===== src/design/wsfd_pkg.sv =====
// ----------------------------------------------------------------------------
// wsfd_pkg
// Types and constants shared by the weather sensor frame decoder.
// ----------------------------------------------------------------------------
package wsfd_pkg;

  localparam int unsigned FrameLen = 12;
  localparam int unsigned SumBytes = 10;

  localparam logic [7:0] SepByte    = 8'hFF;
  localparam logic [7:0] IdTempHum  = 8'h42;
  localparam logic [7:0] IdDateTime = 8'h60;

  localparam logic CmdData   = 1'b0;
  localparam logic CmdResync = 1'b1;

  localparam logic [1:0] StatusTempHum  = 2'd0;
  localparam logic [1:0] StatusDateTime = 2'd1;
  localparam logic [1:0] StatusCsumErr  = 2'd2;

  typedef struct packed {
    logic [1:0]         status;
    logic [3:0]         channel;
    logic signed [15:0] temperature_tenths;
    logic [7:0]         humidity;
  } result_t;

endpackage


===== src/design/wsfd_out_buf.sv =====
// ----------------------------------------------------------------------------
// wsfd_out_buf
// Two-slot result buffer: output register plus skid slot.
// ----------------------------------------------------------------------------
module wsfd_out_buf (
  input  logic              clk_i,
  input  logic              rst_ni,
  input  logic              push_i,
  input  wsfd_pkg::result_t push_data_i,
  output logic              full_o,
  output logic              out_valid_o,
  input  logic              out_stall_i,
  output wsfd_pkg::result_t out_data_o
);
  import wsfd_pkg::*;

  result_t main_q, skid_q;
  logic    main_vld_q, skid_vld_q;
  logic    pop;

  assign pop         = main_vld_q && !out_stall_i;
  assign full_o      = skid_vld_q;
  assign out_valid_o = main_vld_q;
  assign out_data_o  = main_q;

  always_ff @(posedge clk_i or negedge rst_ni) begin
    if (!rst_ni) begin
      main_vld_q <= 1'b0;
      skid_vld_q <= 1'b0;
    end else if (!main_vld_q || pop) begin
      if (skid_vld_q) begin
        main_vld_q <= 1'b1;
        skid_vld_q <= push_i;
      end else begin
        main_vld_q <= push_i;
      end
    end else if (push_i) begin
      skid_vld_q <= 1'b1;
    end
  end

  always_ff @(posedge clk_i) begin
    if (!main_vld_q || pop) begin
      if (skid_vld_q) begin
        main_q <= skid_q;
        skid_q <= push_data_i;
      end else begin
        main_q <= push_data_i;
      end
    end else if (push_i) begin
      skid_q <= push_data_i;
    end
  end

endmodule


===== src/design/weather_sensor_frame_decoder.sv =====
// ----------------------------------------------------------------------------
// weather_sensor_frame_decoder
// Byte-wise weather-station frame decoder with checksum verification.
// ----------------------------------------------------------------------------
// Takes one payload byte or resync command per cycle. The result of a
// completed 12-byte frame is pushed into the output buffer as its last byte
// is taken. Frame bytes 0..11 live in flip-flops, the checksum is a running
// 16-bit sum of bytes 0..9, updated as they are written. A two-slot output
// buffer holds results; the input stalls while both slots are occupied.
module weather_sensor_frame_decoder #(
  parameter int unsigned MSG_BYTES = 32
) (
  input  logic              clk_i,
  input  logic              rst_ni,
  input  logic              in_valid_i,
  output logic              in_stall_o,
  input  logic              command_i,
  input  logic [7:0]        data_byte_i,
  output logic              out_valid_o,
  input  logic              out_stall_i,
  output logic [1:0]        status_o,
  output logic [3:0]        channel_o,
  output logic signed [15:0] temperature_tenths_o,
  output logic [7:0]        humidity_o
);
  import wsfd_pkg::*;

  localparam int unsigned PosW = $clog2(MSG_BYTES);

  logic [7:0]      byte_q [FrameLen];
  logic [7:0]      last_q;
  logic [PosW-1:0] pos_q, pos_d;
  logic [15:0]     sum_q, sum_d;

  logic            accept, is_data, buf_full, push;
  logic [7:0]      prev_byte, old_byte;
  logic [PosW:0]   pos_inc;
  logic [15:0]     want;
  logic [14:0]     mag;
  logic [15:0]     temp;
  logic            id_ok;
  result_t         res;
  result_t         out_data;

  assign accept  = in_valid_i && !in_stall_o;
  assign is_data = (command_i == CmdData);
  assign in_stall_o = buf_full;

  assign prev_byte = (pos_q == PosW'(2)) ? byte_q[1] : last_q;
  assign old_byte  = byte_q[pos_q[3:0]];
  assign pos_inc   = {1'b0, pos_q} + (PosW+1)'(1);

  always_comb begin
    sum_d = sum_q;
    pos_d = pos_q;
    if (!is_data) begin
      sum_d = sum_q - {8'd0, byte_q[0]} - {8'd0, byte_q[1]};
      pos_d = PosW'(2);
    end else begin
      if (pos_q < PosW'(SumBytes)) begin
        sum_d = sum_q - {8'd0, old_byte} + {8'd0, data_byte_i};
      end
      if (pos_q != '0 && prev_byte == SepByte && data_byte_i == SepByte) begin
        pos_d = '0;
      end else if (pos_inc >= (PosW+1)'(MSG_BYTES)) begin
        pos_d = PosW'(2);
      end else begin
        pos_d = pos_inc[PosW-1:0];
      end
    end
  end

  assign want  = {data_byte_i, byte_q[10]};
  assign mag   = {byte_q[4][6:0], byte_q[3]};
  assign temp  = byte_q[4][7] ? (16'd0 - {1'b0, mag}) : {1'b0, mag};
  assign id_ok = (byte_q[1] == IdTempHum) || (byte_q[1] == IdDateTime);
  assign push  = accept && is_data && (pos_q == PosW'(FrameLen - 1)) && id_ok;

  always_comb begin
    res.status             = StatusCsumErr;
    res.channel            = 4'd0;
    res.temperature_tenths = 16'sd0;
    res.humidity           = 8'd0;
    if (sum_q == want) begin
      if (byte_q[1] == IdDateTime) begin
        res.status = StatusDateTime;
      end else begin
        res.status             = StatusTempHum;
        res.channel            = byte_q[2][3:0];
        res.temperature_tenths = temp;
        res.humidity           = byte_q[5];
      end
    end
  end

  always_ff @(posedge clk_i or negedge rst_ni) begin
    if (!rst_ni) begin
      pos_q <= PosW'(2);
      sum_q <= '0;
      for (int i = 0; i < FrameLen; i++) begin
        byte_q[i] <= '0;
      end
    end else if (accept) begin
      pos_q <= pos_d;
      sum_q <= sum_d;
      if (!is_data) begin
        byte_q[0] <= '0;
        byte_q[1] <= '0;
      end else if (pos_q < PosW'(FrameLen)) begin
        byte_q[pos_q[3:0]] <= data_byte_i;
      end
    end
  end

  always_ff @(posedge clk_i) begin
    if (accept && is_data) begin
      last_q <= data_byte_i;
    end
  end

  wsfd_out_buf u_out_buf (
    .clk_i       (clk_i),
    .rst_ni      (rst_ni),
    .push_i      (push),
    .push_data_i (res),
    .full_o      (buf_full),
    .out_valid_o (out_valid_o),
    .out_stall_i (out_stall_i),
    .out_data_o  (out_data)
  );

  assign status_o             = out_data.status;
  assign channel_o            = out_data.channel;
  assign temperature_tenths_o = out_data.temperature_tenths;
  assign humidity_o           = out_data.humidity;

  a_pos_range: assert property (@(posedge clk_i) disable iff (!rst_ni)
    ({1'b0, pos_q} < (PosW+1)'(MSG_BYTES)))
    else $error("byte position out of range");

  a_resync_pos: assert property (@(posedge clk_i) disable iff (!rst_ni)
    (accept && command_i == CmdResync) |=> (pos_q == PosW'(2) && byte_q[1] == 8'd0))
    else $error("resync did not restart position");

  a_sep_restart: assert property (@(posedge clk_i) disable iff (!rst_ni)
    (accept && is_data && pos_q != '0 && prev_byte == SepByte && data_byte_i == SepByte)
    |=> (pos_q == '0))
    else $error("separator did not restart message");

  a_result_source: assert property (@(posedge clk_i) disable iff (!rst_ni)
    $rose(out_valid_o) |-> $past(push))
    else $error("result without a completed frame");

  a_temp_sign: assert property (@(posedge clk_i) disable iff (!rst_ni)
    (out_valid_o && status_o != StatusTempHum) |-> (temperature_tenths_o == 16'sd0
      && channel_o == 4'd0 && humidity_o == 8'd0))
    else $error("non-measurement result carries data");

endmodule


===== config.mk =====
export PLATFORM = sky130hd
export DESIGN_NAME = weather_sensor_frame_decoder
export DESIGN_NICKNAME = d
export VERILOG_FILES = /design/src/design/wsfd_pkg.sv /design/src/design/wsfd_out_buf.sv /design/src/design/weather_sensor_frame_decoder.sv
export SDC_FILE = /design/constraint.sdc
export NUM_CORES = 1
export LEC_CHECK = 0
export ABC_CLOCK_PERIOD_IN_PS = 8600
export BUFFER_PORTS_ARGS = -buffer_cell sky130_fd_sc_hd__buf_2
export CELL_PAD_IN_SITES_DETAIL_PLACEMENT = 0
export CELL_PAD_IN_SITES_GLOBAL_PLACEMENT = 1
export CORE_MARGIN = 2
export CORE_UTILIZATION = 43
export DETAILED_ROUTE_END_ITERATION = 8
export PLACE_DENSITY = 0.73
export SYNTH_ARGS = -nofsm -noshare
export SYNTH_HDL_FRONTEND = slang
export SYNTH_SLANG_ARGS = --single-unit

===== constraint.sdc =====
create_clock -name clk_i -period 8.6 [get_ports clk_i]
set_clock_uncertainty 0.1 [all_clocks]
set_input_delay 0.43 -clock clk_i [delete_from_list [all_inputs] [get_ports clk_i]]
set_output_delay 0.43 -clock clk_i [all_outputs]
set_load 0.01 [all_outputs]

==> Word-level counts from Yosys, hierarchy flattened <==
Cells that the tools add are included.
{ "word_totals": {"input_bits": 13, "reg_bits": 187} }
{ "classes": {"addsub": 6, "reduce_logical": 21, "n_mux": 26, "n_bitwise": 2, "n_eq_ne": 8, "n_lt_le_gt_ge": 5} }
{ "op_table": {"columns": ["op", "n"], "rows": [
  ["30-bit 2-to-1 mux", 5],
  ["96-bit bitwise mux", 1],
  ["96-bit 2-to-1 mux", 1],
  ["16-bit 2-to-1 mux", 4],
  ["16-bit by 8-bit subtractor with 16-bit output", 3],
  ["8-bit binary-select mux with 4-bit select", 1],
  ["8-bit demux with 4-bit select", 1],
  ["8-bit 2-to-1 mux", 4],
  ["28-bit 2-to-1 mux", 1],
  ["16-bit by 8-bit adder with 16-bit output", 1],
  ["16-bit == test", 1],
  ["8-bit by 7-bit == test with 1-bit output, second input constant", 2],
  ["8-bit == test, second input constant", 2],
  ["1-bit by 15-bit subtractor with 16-bit output, first input constant", 1],
  ["5-bit 2-to-1 mux", 3],
  ["5-bit by 4-bit less-than comparator with 1-bit output, second input constant", 2],
  ["1-bit logical AND", 8],
  ["5-bit by 1-bit adder with 6-bit output, second input constant", 1],
  ["6-bit >= comparator, second input constant", 1],
  ["2-bit AND reduction", 3],
  ["2-bit nonzero test", 3],
  ["5-bit by 2-bit == test with 1-bit output, second input constant", 1],
  ["5-bit by 4-bit == test with 1-bit output, second input constant", 1],
  ["5-bit >= comparator, second input constant", 1],
  ["other kinds (9)", 16]
]} }

==> Longest topological paths before layout <==
{ "logic_depth": {"word_depth": 8, "ltp_mapped": 16} }

==> By module <==
From an unflattened synthesis, not the netlist that was laid out.
{ "hier_totals": {"hier_cells": 981, "hier_area_um2": 10608.9} }
{ "modules_own_cells": {"columns": ["module", "cells_each", "area_per_inst_um2", "seq_area_each_um2", "n_inst"], "rows": [
  ["weather_sensor_frame_decoder", 879, 8219.1, 3169.3, 1],
  ["wsfd_out_buf", 102, 2389.8, 1851.8, 1]
]} }

==> Worst setup path after synthesis <==
OpenSTA, ideal clock, no wires.
{ "synth_timing": {"path_kind": "reg2reg", "from": "reg pos_q[1]", "to": "reg sum_q[12]", "path_slack_ns": 4.255, "required_time_ns": 8.374, "stages_incl_launch_ff": 16, "setup_time_ns": 0.126, "period_less_slack_ns": 4.345, "arrival_ns": 4.119, "path_cell_list": "dfstp_2 -> clkbuf_1 -> clkbuf_1 -> buf_2 -> mux4_2 -> inv_1 -> o22ai_1 -> fa_1 -> inv_1 -> fa_1 -> a21o_1 -> a22oi_1 -> o21ai_0 -> a221oi_1 -> mux2i_1 -> a221o_1"} }
{ "synth_between": {"elab_chain_len": 8} }
{ "synth_lines": {"columns": ["item", "line", "text"], "rows": [
  ["from (decl)", "weather_sensor_frame_decoder.sv:32", "logic [PosW-1:0] pos_q, pos_d;"],
  ["from (signal assigned)", "weather_sensor_frame_decoder.sv:98", "pos_q <= PosW'(2);"],
  ["from (signal assigned)", "weather_sensor_frame_decoder.sv:104", "pos_q <= pos_d;"],
  ["4-bit inverter with 5-bit output (not written as such)", "weather_sensor_frame_decoder.sv:50", "assign old_byte = byte_q[pos_q[3:0]];"],
  ["8-bit binary-select mux with 4-bit select", "weather_sensor_frame_decoder.sv:50", null],
  ["8-bit 2-to-1 mux (not written as such) (2 in series)", "weather_sensor_frame_decoder.sv:50", null],
  ["16-bit by 8-bit subtractor with 16-bit output", "weather_sensor_frame_decoder.sv:61", "sum_d = sum_q - {8'd0, old_byte} + {8'd0, data_byte_i};"],
  ["16-bit by 8-bit adder with 16-bit output", "weather_sensor_frame_decoder.sv:61", null],
  ["16-bit 2-to-1 mux", "weather_sensor_frame_decoder.sv:60", "if (pos_q < PosW'(SumBytes)) begin"],
  ["16-bit 2-to-1 mux", "weather_sensor_frame_decoder.sv:56", "if (!is_data) begin"],
  ["to (signal assigned)", "weather_sensor_frame_decoder.sv:105", "sum_q <= sum_d;"],
  ["to (decl)", "weather_sensor_frame_decoder.sv:33", "logic [15:0] sum_q, sum_d;"]
]} }
Several ways; a longest one is shown, not always the timed one. The select of a mux whose other input is x is not followed.
A chain may end at the register's enable or synchronous reset.

==> Worst setup path in the final report <==
Ends and elaborated chain as after synthesis.

==> summary.md <==
| Metric | Value |
|---|---|
| Status | `finished with violations` |
| Failing checks | `negative hold slack` |
| Tmin final | `4425 ps` |
| CP dominant cell by count | `mux2i_1` |
| GPL Wtd Cong | `0.8725` |
| Worst-path maximum fanout | `29` |
| Die Span Y | `159.5 um` |
| Remaining global-route overflow | `0` |
| Largest net degree at the start of global routing | `62` |
| Synth top area share | `0.2842` |
| First-pass GRT wire length | `41.28 mm` |
| Final wirelength | `26.10 mm` |
| Post-detail-place hpwl | `18.92 mm` |
| Initial antenna violation count | `0` |
| Final Util | `0.4872` |
| Largest cells by area after synthesis | `dfrtp_1 28%, edfxtp_1 20%, o21ai_0 5.7%, nand2_1 5.6%, mux4_2 5.0%` |
| PwrDens | `303.2 nW/um^2` |
| Layout cells sized above 1 | `0.1364` |
| #FFs+latches synth | `187` |
| Post-synth EDFFs | `68` |
| Final worst slack | `~4200 ps` |
| # IOs | `45` |
| Final Net Count | `approximately 1100` |
| Slew headroom | `0.3468` |
| Sequential fraction of the synthesis area | `0.4832` |
| Post-synth ARST share | `0.6364` |
| CP Data Required Time | `8830 ps` |
| Synthesis-to-finish area growth | `10.70%` |
| Clock Pin Slew Worst Setup and Hold Paths | `80 ps` |
| Tot Pwr | `about 3.5 mW` |
| P_leak | `4.921 nW` |
| Total global-route track usage | `0.2105` |
| Final Max Slew Viols | `0` |
| Worst setup EP type | `flip-flop` |
| Pre-antenna DRT Iters | `5` |
| Critical-path cell list | `mux4_2, mux2i_1, o22ai_1, fa_1, inv_1, ha_1, and3_1, a22oi_1, o21ai_0, a221oi_1, mux2i_1, a221o_1` |
| Slowest stage delay, CP | `1040 ps` |
| Syn Inst Count | `roughly 1000` |
| Cts hold-fix bufs | `0` |
| Die area | `25420 um^2` |
| Fmax | `226.0 MHz` |
| Post-Route Setup TNS | `0 ps` |
| Post-synthesis average cell area | `10.38 um^2` |
| Yosys Warn Count | `0` |
| Most used DFF post-synth | `dfrtp_1` |
| Slowest cell on the critical path | `dfstp_2` |
| Vias | `7369` |
| Vias in the first global route | `7103` |
| Synth area leader | `dfrtp_1` |
| CTS sink cnt | `187` |
| Critical Path Source Type | `flip-flop` |
| Clock root buffer | `clkbuf_16` |
| Synth cell types | `56` |
| Post-CTS Setup Repair Bufs | `0` |
| Residual DRC | `0` |
| Starting Density | `0.4401` |
| Worst-Margin Slew | `970.9 ps` |
| Pre-CTS setup slack | `4153 ps` |
| Arr. time, crit path | `~4700 ps` |
| Drt via density | `5.446` |
| VDD IR max | `0.0001747 V` |
| CTS buffer count | `17` |
| ANT nets after route | `0` |
| CORE AREA | `around 24000 um^2` |
| CTS tree | `done` |
| Worst-Skew Late Latency | `440 ps` |
| Crit path max-delay family | `compound AO/OA/AOI/OAI gates` |
| Filler cell count | `about 2200` |
| H-tree lvl count | `4` |
| Clock tree buffer depth | `2` |
| Site Rows | `56` |
| Final Cycle Share | `0.5145` |
| Min-delay worst type | `in2async` |
| Post-CTS Resized | `0` |
| Synthesized area | `10390 um^2` |
| Max-cap violations | `0` |
| Worst Setup Path Type | `reg2reg` |
| Hold_ws | `-31.47 ps` |
| Synth cell count leaders | `156 x nand2_1, 118 x dfrtp_1, 118 x o21ai_0, 80 x inv_1, 68 x edfxtp_1` |
| Buf/Inv on CP | `1` |
| Wire per inst | `slightly below 20 um` |
| Port Buf Inserts | `44` |
| RSZ-0062 raised after global routing | `no` |
| Die width | `159.5 um` |
| Setup violators final | `0` |
| Synthesized Nets | `1067` |
| Top-count cell post-synth | `nand2_1` |
| Inserted Diodes | `0` |
| DRT iter0 DRCs | `607` |
| Final Hold Viols | `11` |
## registers in the layout, indices dropped and copies added, names as in the netlist
name / cells
u_out_buf.skid_q: 30
sum_q: 16
pos_q: 5
u_out_buf.full_o: 1
last_q: 8
byte_q: 96
u_out_buf.out_valid_o: 1
u_out_buf.out_data_o: 30
## metrics by stage
step | instance area [um^2] | instances
floorplan | 10390 | 1001
global placement | 10880 | 1321
detailed placement | 10880 | 1321
CTS | 11500 | 1353
global route | 11500 | 1353
finish | 11500 | 1353
## final timing paths
check,startpoint,end,slack [ps],depth (start not counted)
max,pos_q[1],sum_q[12],4180,12
max reg2reg,pos_q[1],sum_q[12],4180,12
max in group asynchronous,rst_ni,byte_q[22],7100,2
min in group clk_i,data_byte_i[3],byte_q[91],240,3
min reg2reg,byte_q[3],byte_q[3],380,2
min,rst_ni,sum_q[15],-30,1
## cells in the final DEF (no fill, tap or decap), types with 10 or more instances in the layout
cell and instances:
clkbuf_16 17, dfrtp_1 118, buf_2 43, nand3_1 13, a21oi_1 23, nor2_1 40
fa_1 16, buf_4 10, nor4_1 10, inv_1 80, and2_1 13, nand2_1 156
mux2i_1 15, nand4_1 10, edfxtp_1 68, o21ai_0 118, mux2_2 27, xor2_1 38
o31ai_1 17, xnor2_1 10, mux4_2 23, ha_1 37
## layer usage
layer	up-vias	wire, um	track usage
li1	3584	-	-
met1	3558	11510	0.2830
met2	186	12740	0.3528
met3	41	1204	0.03100
met4	0	641	0.06736
met5	-	0	0
## report_power, final
group	switching (mW)	internal, mW	total [mW]
Clock	0.421	0.406	0.828
Combinational	0.821	0.619	1.44
Sequential	0.180	1.04	1.22
## worst reg2reg max path: cells and delay by family (launching register included)
kind	cells	cell delay (ps)
AO/OA/AOI/OAI	5	1130
AND/OR/NAND/NOR	1	200
buffers and inverters	1	40
multiplexers	3	950
adder cells (fa/ha/maj)	2	870
flip-flops	1	1040
## area by class of cell
type	instances	area, um^2	area share
Timing Repair Buffer	53	290.3	0.02523
Tap cell	319	399.1	0.03470
Inverter	80	300.3	0.02610
Clock inverter	15	196.4	0.01708
Sequential cell	187	5021	0.4365
Clock buffer	17	425.4	0.03698
Multi-Input combinational cell	682	4871	0.4234
## cell families after synthesis
group | after synthesis | share of synthesized area
simple gates | 290 | 0.1265
compound gates | 225 | 0.1303
flops | 187 | 0.4832
buf+inv | 132 | 0.04804
mux | 66 | 0.09609
fa+ha+maj | 53 | 0.07538
xor+xnor | 48 | 0.04046
(Power assumes the default switching activity.)
